<file path="src/hw/rtl/mtbq_pkg.sv">
// mtbq_pkg: sizes, codes, state type and control bundles of the min tag buffer queue.
// Used by mtbq_cell, mtbq_scan and min_tag_buffer_queue; depends on nothing.
package mtbq_pkg;

    localparam int DEPTH = 16;
    localparam int TAG_W = 30;
    localparam int OCC_W = 5;
    localparam int IDX_W = (DEPTH > 1) ? $clog2(DEPTH) : 1;
    localparam int CNT_W = $clog2(DEPTH + 1);

    localparam logic CMD_PUSH = 1'b0;
    localparam logic CMD_POP  = 1'b1;

    typedef logic [TAG_W-1:0] tag_t;
    typedef logic [IDX_W-1:0] idx_t;
    typedef logic [CNT_W-1:0] cnt_t;

    typedef enum logic [1:0] {
        ST_IDLE,
        ST_SCAN,
        ST_APPLY
    } state_t;

    typedef struct packed {
        logic shift;
        logic load;
    } cell_ctrl_t;

    typedef struct packed {
        logic en;
        logic clear;
    } scan_ctrl_t;

endpackage

</file>
<file path="src/hw/rtl/mtbq_cell.sv">
// mtbq_cell: one tag slot of the chain; loads a new tag or takes its neighbor's tag.
// Depends on mtbq_pkg.
module mtbq_cell (
    input  logic                clk,
    input  mtbq_pkg::cell_ctrl_t ctrl,
    input  mtbq_pkg::tag_t      load_tag,
    input  mtbq_pkg::tag_t      shift_in,
    output mtbq_pkg::tag_t      tag_out
);
    import mtbq_pkg::*;

    tag_t tag_reg;
    tag_t tag_next;

    always_comb
    begin
        tag_next = tag_reg;
        if (ctrl.load)
        begin
            tag_next = load_tag;
        end
        else if (ctrl.shift)
        begin
            tag_next = shift_in;
        end
    end

    always_ff @(posedge clk)
    begin
        tag_reg <= tag_next;
    end

    assign tag_out = tag_reg;

endmodule

</file>
<file path="src/hw/rtl/mtbq_scan.sv">
// mtbq_scan: running minimum over the tags passing the chain head, first minimum wins.
// Depends on mtbq_pkg.
module mtbq_scan (
    input  logic                 clk,
    input  logic                 rst_n,
    input  mtbq_pkg::scan_ctrl_t ctrl,
    input  mtbq_pkg::tag_t       head_tag,
    input  mtbq_pkg::idx_t       head_idx,
    output mtbq_pkg::tag_t       min_tag,
    output mtbq_pkg::idx_t       min_idx
);
    import mtbq_pkg::*;

    tag_t min_tag_reg;
    tag_t min_tag_next;
    idx_t min_idx_reg;
    idx_t min_idx_next;

    always_comb
    begin
        min_tag_next = min_tag_reg;
        min_idx_next = min_idx_reg;
        if (ctrl.en && (ctrl.clear || (head_tag < min_tag_reg)))
        begin
            min_tag_next = head_tag;
            min_idx_next = head_idx;
        end
    end

    always_ff @(posedge clk)
    begin
        min_tag_reg <= min_tag_next;
    end

    always_ff @(posedge clk or negedge rst_n)
    begin
        if (!rst_n)
        begin
            min_idx_reg <= '0;
        end
        else
        begin
            min_idx_reg <= min_idx_next;
        end
    end

    assign min_tag = min_tag_reg;
    assign min_idx = min_idx_reg;

endmodule

</file>
<file path="src/hw/rtl/min_tag_buffer_queue.sv">
// min_tag_buffer_queue: top level, a ring of tag cells with a minimum scanner at its head.
// Depends on mtbq_pkg, mtbq_cell and mtbq_scan.
//
// A push into a table with room, and a pop of an empty table, leave busy low, and the
// result strobes on done in the next cycle. A push into a full table or a pop
// of a non-empty table rotates the whole ring of DEPTH cells once past the comparator at
// its head, then applies the overwrite or the close-up, with busy high throughout; done
// pulses in the same cycle that busy falls. The receiver cannot stall: each result is
// on found, popped_tag, evicted and occupancy from the done cycle until the next result.
module min_tag_buffer_queue (
    input  logic                 clk,
    input  logic                 rst_n,
    input  logic                 start,
    output logic                 busy,
    input  logic                 command,
    input  mtbq_pkg::tag_t       tag,
    output logic                 done,
    output logic                 found,
    output mtbq_pkg::tag_t       popped_tag,
    output logic                 evicted,
    output logic [mtbq_pkg::OCC_W-1:0] occupancy
);
    import mtbq_pkg::*;

    state_t state_reg;
    state_t state_next;
    cnt_t   count_reg;
    cnt_t   count_next;
    idx_t   step_reg;
    idx_t   step_next;
    logic   op_reg;
    logic   op_next;
    tag_t   hold_reg;
    tag_t   hold_next;
    logic   done_reg;
    logic   done_next;
    logic   found_reg;
    logic   found_next;
    tag_t   popped_reg;
    tag_t   popped_next;
    logic   evicted_reg;
    logic   evicted_next;

    logic       accept;
    logic       is_full;
    logic       is_empty;
    cnt_t       scan_len;
    tag_t       load_tag;
    tag_t       min_tag;
    idx_t       min_idx;
    scan_ctrl_t scan_ctrl;
    tag_t       cell_tag [DEPTH];

    assign accept   = start && (state_reg == ST_IDLE);
    assign is_full  = (count_reg == CNT_W'(DEPTH));
    assign is_empty = (count_reg == '0);
    assign scan_len = (op_reg == CMD_POP) ? count_reg : CNT_W'(DEPTH);
    assign load_tag = (state_reg == ST_IDLE) ? tag : hold_reg;

    genvar k;
    generate
        for (k = 0; k < DEPTH; k++)
        begin : g_cell
            cell_ctrl_t cell_ctrl;

            always_comb
            begin
                cell_ctrl.load = 1'b0;
                cell_ctrl.shift = 1'b0;
                case (state_reg)
                    ST_IDLE:
                    begin
                        cell_ctrl.load = accept && (command == CMD_PUSH) && !is_full
                                         && (count_reg == CNT_W'(k));
                    end
                    ST_SCAN:
                    begin
                        cell_ctrl.shift = 1'b1;
                    end
                    ST_APPLY:
                    begin
                        cell_ctrl.load  = (op_reg == CMD_PUSH) && (min_idx == IDX_W'(k));
                        cell_ctrl.shift = (op_reg == CMD_POP) && (IDX_W'(k) >= min_idx);
                    end
                    default:
                    begin
                        cell_ctrl.load = 1'b0;
                    end
                endcase
            end

            mtbq_cell u_cell (
                .clk      (clk),
                .ctrl     (cell_ctrl),
                .load_tag (load_tag),
                .shift_in (cell_tag[(k + 1) % DEPTH]),
                .tag_out  (cell_tag[k])
            );
        end
    endgenerate

    assign scan_ctrl.en    = (state_reg == ST_SCAN) && ({1'b0, step_reg} < scan_len);
    assign scan_ctrl.clear = (step_reg == '0);

    mtbq_scan u_scan (
        .clk      (clk),
        .rst_n    (rst_n),
        .ctrl     (scan_ctrl),
        .head_tag (cell_tag[0]),
        .head_idx (step_reg),
        .min_tag  (min_tag),
        .min_idx  (min_idx)
    );

    // next state
    always_comb
    begin
        state_next = state_reg;
        case (state_reg)
            ST_IDLE:
            begin
                if (accept && (((command == CMD_PUSH) && is_full)
                               || ((command == CMD_POP) && !is_empty)))
                begin
                    state_next = ST_SCAN;
                end
            end
            ST_SCAN:
            begin
                if (step_reg == IDX_W'(DEPTH - 1))
                begin
                    state_next = ST_APPLY;
                end
            end
            ST_APPLY:
            begin
                state_next = ST_IDLE;
            end
            default:
            begin
                state_next = ST_IDLE;
            end
        endcase
    end

    // datapath and results
    always_comb
    begin
        count_next   = count_reg;
        step_next    = step_reg;
        op_next      = op_reg;
        hold_next    = hold_reg;
        done_next    = 1'b0;
        found_next   = found_reg;
        popped_next  = popped_reg;
        evicted_next = evicted_reg;
        case (state_reg)
            ST_IDLE:
            begin
                step_next = '0;
                if (accept)
                begin
                    op_next   = command;
                    hold_next = tag;
                    if ((command == CMD_PUSH) && !is_full)
                    begin
                        count_next   = count_reg + CNT_W'(1);
                        done_next    = 1'b1;
                        found_next   = 1'b0;
                        popped_next  = '0;
                        evicted_next = 1'b0;
                    end
                    else if ((command == CMD_POP) && is_empty)
                    begin
                        done_next    = 1'b1;
                        found_next   = 1'b0;
                        popped_next  = '0;
                        evicted_next = 1'b0;
                    end
                end
            end
            ST_SCAN:
            begin
                step_next = step_reg + IDX_W'(1);
            end
            ST_APPLY:
            begin
                done_next = 1'b1;
                if (op_reg == CMD_POP)
                begin
                    count_next   = count_reg - CNT_W'(1);
                    found_next   = 1'b1;
                    popped_next  = min_tag;
                    evicted_next = 1'b0;
                end
                else
                begin
                    found_next   = 1'b0;
                    popped_next  = '0;
                    evicted_next = 1'b1;
                end
            end
            default:
            begin
                done_next = 1'b0;
            end
        endcase
    end

    always_ff @(posedge clk or negedge rst_n)
    begin
        if (!rst_n)
        begin
            state_reg <= ST_IDLE;
            count_reg <= '0;
            step_reg  <= '0;
            op_reg    <= CMD_PUSH;
            done_reg  <= 1'b0;
        end
        else
        begin
            state_reg <= state_next;
            count_reg <= count_next;
            step_reg  <= step_next;
            op_reg    <= op_next;
            done_reg  <= done_next;
        end
    end

    always_ff @(posedge clk)
    begin
        hold_reg    <= hold_next;
        found_reg   <= found_next;
        popped_reg  <= popped_next;
        evicted_reg <= evicted_next;
    end

    assign busy       = (state_reg != ST_IDLE);
    assign done       = done_reg;
    assign found      = found_reg;
    assign popped_tag = popped_reg;
    assign evicted    = evicted_reg;
    assign occupancy  = OCC_W'(count_reg);

endmodule
</file>
<file path="config.mk">
export PLATFORM = sky130hd
export DESIGN_NAME = min_tag_buffer_queue
export DESIGN_NICKNAME = d
export VERILOG_FILES = /design/src/hw/rtl/mtbq_pkg.sv /design/src/hw/rtl/mtbq_cell.sv /design/src/hw/rtl/mtbq_scan.sv /design/src/hw/rtl/min_tag_buffer_queue.sv
export SDC_FILE = /design/constraint.sdc
export NUM_CORES = 1
export LEC_CHECK = 0
export ABC_AREA = 1
export ABC_CLOCK_PERIOD_IN_PS = 6100
export CAP_MARGIN = 20
export CORE_ASPECT_RATIO = 0.8
export CORE_MARGIN = 1
export CORE_UTILIZATION = 50
export DETAILED_ROUTE_END_ITERATION = 7
export DONT_BUFFER_PORTS = 1
export GPL_ROUTABILITY_DRIVEN = 0
export MAX_ROUTING_LAYER = met4
export SETUP_SLACK_MARGIN = 0.05
export SYNTH_ARGS = -nofsm -noshare
export SYNTH_HDL_FRONTEND = slang
export SYNTH_SLANG_ARGS = --single-unit
export TNS_END_PERCENT = 20
</file>
<file path="constraint.sdc">
create_clock -name clk -period 6.1 [get_ports clk]
set_input_delay 0.61 -clock clk [delete_from_list [all_inputs] [get_ports clk]]
set_output_delay 0.61 -clock clk [all_outputs]
set_load 0.03 [all_outputs]
</file>
Yosys cells after proc, flatten, opt, wreduce, memory -nomap -nowiden. Index checks and enable logic that the tools add are counted. Widths: inputs -> output; s select.

Register bits after elaboration: 589. Input bits: 34. Output and inout port bits: 39. Logic and storage cells: 269.

Add/sub/neg operators: 3. Order comparisons: 18. Eq/ne operators: 40. Mux-type cells: 90. Bitwise operators: 2. Reduce and logical (&&, ||, !) cells: 89.

Operators by type and width (number): $mux 30 (37); $pmux 1 s2 (35); $pmux 30 s2 (1); $logic_and 1x1->1 (58); $eq 5x4->1 const B (8); $reduce_bool 2->1 (19); $eq 4x4->1 const B (9); $ge 4x4->1 const A (8); $lt 30x30->1 (1); $eq 5x3->1 const B (4); $mux 5 (4); $eq 4x3->1 const B (4); $ge 3x4->1 const A (4); $eq 5x2->1 const B (2); $pmux 5 s2 (1); $eq 4x2->1 const B (2); $ge 1x4->1 const A (2); $ge 2x4->1 const A (2); $logic_not 4->1 (2); $mux 1 (8); $pmux 4 s2 (1); $ne 2x1->1 const B (3); $add 5x1->5 const B (1); $eq 5x1->1 const B (1); 19 further kinds (25).

Logic depth before layout (Yosys ltp).
Depth in word-level cells: 7. Depth in mapped cells: 14. Gate-level depth less buffers: 14.

By module. Synthesis repeated with hierarchy kept, for this count alone.

Cells, all modules: 2689. Area total of the unflattened synthesis: 26273.9 um^2.

By module, submodules not included: mtbq_cell (times used 16, cells an instance 128, area each 1278.7 um^2, sequential area each 900.9 um^2); min_tag_buffer_queue (times used 1, cells an instance 447, area each 3900.0 um^2, sequential area each 2187.1 um^2); mtbq_scan (times used 1, cells an instance 194, area each 1914.3 um^2, sequential area each 1001.0 um^2).

Worst setup path before layout. No wires, ideal clock.

Path kind: reg2reg. Start point: register state_reg[0]. End point: register g_cell[1].u_cell.tag_reg[0], enable pin. Setup time: 426 ps. Arrival time: 2859 ps. Required time: 5674 ps. Path slack: 2815 ps. Cell stages (with the launch flop): 9. Path buffers: 0. Clock period less this slack: 3285 ps. Cells stage by stage: dfrtp_1 > inv_1 > ha_1 > nand2_1 > inv_1 > o21ai_0 > inv_1 > o21ai_0 > o211ai_1.

Word-level cells in the longest chain between the ends: 7. Elaborated cells between the ends (all ways): 10. Classes of those cells: eq/ne (2); mux (2); reduce/logical (6).

Ends and longest elaborated chain: start: declaration (RTL line min_tag_buffer_queue.sv:25) `state_t state_reg;`; start signal: assignment (RTL line min_tag_buffer_queue.sv:222) `state_reg <= state_next;`; $logic_not 2->1 (RTL line min_tag_buffer_queue.sv:54, min_tag_buffer_queue.sv:70); $logic_and 1x1->1 (RTL line min_tag_buffer_queue.sv:54) `assign accept = start && (state_reg == ST_IDLE);`; $logic_and 1x1->1 (2 in a row) (RTL line min_tag_buffer_queue.sv:73) `cell_ctrl.load = accept && (command == CMD_PUSH) && !is_full`; $logic_and 1x1->1 (RTL line min_tag_buffer_queue.sv:74) `&& (count_reg == CNT_W'(k));`; $pmux 1 s2 (RTL line min_tag_buffer_queue.sv:70) `case (state_reg)`; $reduce_bool 2->1 (no source line) (*); end signal: assignment (RTL line mtbq_cell.sv:30) `tag_reg <= tag_next;`; end: declaration (RTL line mtbq_cell.sv:12) `tag_t tag_reg;`.

Every way passes the cells marked *; elsewhere a longest branch is shown, timed or not. A chain may end at the register's enable or synchronous reset.

Final worst setup path.
Start point: register count_reg[0], in the netlist occupancy[0]. End point: register g_cell[7].u_cell.tag_reg[18], enable pin.

Word-level cells in the longest chain between the ends: 6. Elaborated cells between the ends (all ways): 7. Classes of those cells: eq/ne (2); mux (1); reduce/logical (4).

Ends and longest elaborated chain: start: declaration (RTL line min_tag_buffer_queue.sv:27) `cnt_t count_reg;`; start signal: assignment (RTL line min_tag_buffer_queue.sv:223) `count_reg <= count_next;`; $eq 5x5->1 (RTL line min_tag_buffer_queue.sv:55) `assign is_full = (count_reg == CNT_W'(DEPTH));`; $logic_not 1->1 (RTL line min_tag_buffer_queue.sv:73); $logic_and 1x1->1 (RTL line min_tag_buffer_queue.sv:73); $logic_and 1x1->1 (*) (RTL line min_tag_buffer_queue.sv:74); $pmux 1 s2 (*) (RTL line min_tag_buffer_queue.sv:70); $reduce_bool 2->1 (no source line) (*); end signal: assignment (RTL line mtbq_cell.sv:30); end: declaration (RTL line mtbq_cell.sv:12).

Marks and branches as above.

==> results by group <==
Outcome
  • Status: finished, final reports clean

Drt
  • Pre-Repair DR Iteration Count: 6
  • Routed len/inst: 20.94 µm
  • Average vias per placed instance: 5.658
  • DRC Markers: 0
  • Drt initial violations: 1642
  • Vias: 17470
  • Antenna Violating Nets Remaining: 0
  • WL final: 64.65 mm

Global route
  • Vias in the first global route: 17490
  • Initial antenna violation count: 0
  • Largest net degree at the start of global routing: 62
  • First-pass GRT wire length: 101.3 mm
  • GRT Total Usage: 0.2602
  • GRT overflow: 0

Yosys
  • Post-Syn Nets: 2457
  • Avg Inst Size Synth: 10.80 µm²
  • Count of different cell masters after synthesis: 29
  • Cell area after synthesis: 0.02570 mm²
  • Yosys warns: 0
  • Mapped Cells: 2379
  • Sequential fraction of the synthesis area: 0.6848
  • Post-synthesis register bit count: 589

Hold path
  • Hold_sp: tag[29]
  • Hold depth: 0
  • WHS Endpoint: hold_reg[29]
  • Hold WC Path Type: in2reg

Timing
  • Setup TNS: 0 ps
  • Final setup vio count: 0
  • Tcrit/Tclk final: 0.5876
  • Setup Skew: 26.10 ps
  • Worst slew margin: 0.2974
  • Worst Tran Pin Value: 1050 ps
  • Final Hold Violating Endpoints: 0
  • Max Clk Rate: 279.0 MHz
  • Tmin final: 3584 ps
  • Final Max Tran Viols: 0
  • RSZ-0062 raised after global routing: false
  • Worst hold slack: 76.82 ps

Pwr
  • Pwr/cell area: 624.6 mW/mm²
  • Cell internal pwr: 11.09 mW
  • Switching share of power: 0.3706
  • Leak pwr: 10.96 nW
  • Comb pwr share: 0.315
  • Clock power frac: 0.194
  • Max IR drop VDD: 0.4054 mV
  • Flop pwr share: 0.490
  • Total power: 17.62 mW
  • Sw Pwr: 6.530 mW

Worst setup path
  • Worst reg2reg path startpoint: occupancy[0]
  • Startpoint type of the worst setup path: flip-flop
  • Reg-to-reg critical path endpoint: g_cell[7].u_cell.tag_out[18]
  • FF-to-FF path depth: 10
  • Worst reg-to-reg setup slack: 2520 ps
  • Worst EP required: 6410 ps
  • Worst Path Arrival: 3890 ps
  • Worst-path fanout max: 31
  • Crit Path Class: reg2reg
  • Critical Path Sink Type: flip-flop

CTS
  • CTS Buffer Depth: 3
  • Clk slew on worst S/H paths: 70 ps
  • CTS tree: done
  • # H-tree levels: 2
  • CTS root buf: clkbuf_16
  • Clock sink count: 589
  • Clk_lat worst skew: 620 ps
  • Number of setup buffers added after CTS: 0
  • CTS Buf Count: 56

Floorplanning
  • Row cnt: 73
  • Chip width: 255.5 µm
  • DIE AREA: 0.05232 mm²
  • Initial core utilization: 0.5116
  • Die H: 204.8 µm
  • IO Pins: 73
  • Core Footprint: 0.05024 mm²

Placed design
  • Dpl hpwl: 43.76 mm
  • Placed Cells incl. Taps: 2981
  • PortBufs: 0

Finish
  • Share of layout cells above drive strength 1: 0.05843
  • Number of diodes: 0
  • Commonest non-fill, non-tap cells in the layout: 846 x nand2_1, 572 x edfxtp_1, 333 x nor2_1
  • Layout Nets: 2446
  • Max reg flops: 480
  • FILL cells: 4366
  • Area delta synth->final: 9.766%
  • Most common cell after layout, fill and taps aside: nand2_1
  • Fin cells: 3088

Flow run
  • MaxCap Viol Count: 0
==> cell usage after synthesis <==
cell | instances | area, µm²
inv_2 | 14 | 52.55
clkbuf_1 | 13 | 48.80
o21bai_1 | 1 | 7.510
dfrtp_1 | 17 | 425.4
inv_1 | 80 | 300.3
nand2_2 | 1 | 6.260
o21ai_1 | 2 | 10.01
a311oi_1 | 1 | 8.760
xor2_1 | 4 | 35.03
buf_4 | 6 | 45.04
ha_1 | 44 | 550.5
buf_2 | 90 | 450.4
nand4_1 | 2 | 12.51
nor2_4 | 1 | 11.26
o22ai_1 | 1 | 6.260
nand3_1 | 25 | 125.1
nor2_1 | 333 | 1250
a31oi_1 | 269 | 1683
nand2_1 | 853 | 3202
edfxtp_1 | 572 | 17180
o21ai_2 | 2 | 17.52
a21oi_1 | 14 | 70.07
o21ai_0 | 16 | 80.08
nor4_1 | 3 | 18.77
nor3_2 | 3 | 30.03
or2_2 | 1 | 6.260
o211ai_1 | 4 | 30.03
xnor2_1 | 2 | 17.52
nor3_1 | 5 | 25.02
==> worst max path at each step <==
stage / cells past startpoint / to / from
floorplan: 8 / g_cell[1].u_cell.tag_out[0] / state_reg[0]
global placement: 9 / g_cell[7].u_cell.tag_out[8] / occupancy[0]
global route: 10 / g_cell[7].u_cell.tag_out[8] / occupancy[0]
finish: 10 / g_cell[7].u_cell.tag_out[18] / occupancy[0]
CTS: 10 / g_cell[7].u_cell.tag_out[13] / occupancy[0]
detailed placement: 9 / g_cell[8].u_cell.tag_out[13] / state_reg[0]
==> power by group through the flow <==
stage / sequential, mW / clock (mW) / combinational, mW
finish: 8.64 / 3.43 / 5.56
global route: 8.84 / 3.63 / 6.22
CTS: 8.66 / 3.48 / 5.55
detailed placement: 8.73 / 0 / 5.53
global placement: 8.72 / 0 / 5.35
floorplan: 8.45 / 0 / 3.62
==> stage by stage <==
stage	setup slack, ps	util	area, µm²
final	2516	0.5616	28210
after global routing	2252	0.5616	28210
after CTS	2454	0.5602	28140
after detailed placement	2481	0.5252	26390
after global placement	1456	0.5232	26280
after floorplan	2815	-	25700
==> cell type report <==
class,instances,area (µm²),area share
clock buffers,75,1494,0.05295
clock inverters,28,255.2,0.009047
inverters,94,352.8,0.01251
multi-input cells,1587,7243,0.2567
flip-flops and latches,589,17600,0.6239
well taps,675,844.6,0.02994
repair buffers,40,420.4,0.01490
==> routing by layer <==
metal / GRT usage / wire (µm) / share of wire
met5: - / 0 / 0
met4: 0.07742 / 1513 / 0.023
met3: 0.03502 / 4076 / 0.063
met2: 0.4278 / 31560 / 0.49
met1: 0.3396 / 27500 / 0.43
==> repair_timing <==
action,4_1_cts,5_1_grt
gates resized for setup,0,0
hold buffers,1,0
endpoints found under the hold margin,17,0
==> kinds of logic (layout without fill, tap and decap cells) <==
group,after synthesis,in the layout,synth area share
buf+inv,203,237,0.03490
fa+ha+maj,44,44,0.02142
compound gates,310,310,0.07443
xor+xnor,6,6,0.002045
simple gates,1227,1227,0.1824
flops,589,589,0.6848
==> worst max-delay path, cell delays in order, from the launching register on <==
cell and delay [ps]:
dfrtp_1 610, inv_1 200, ha_1 260, nand3_1 100
nand2_2 160, nor3_2 240, nand2_1 100, nand2_1 440
inv_2 400, nand2_1 500, buf_16 230
Power figures use the tool's default switching activity.
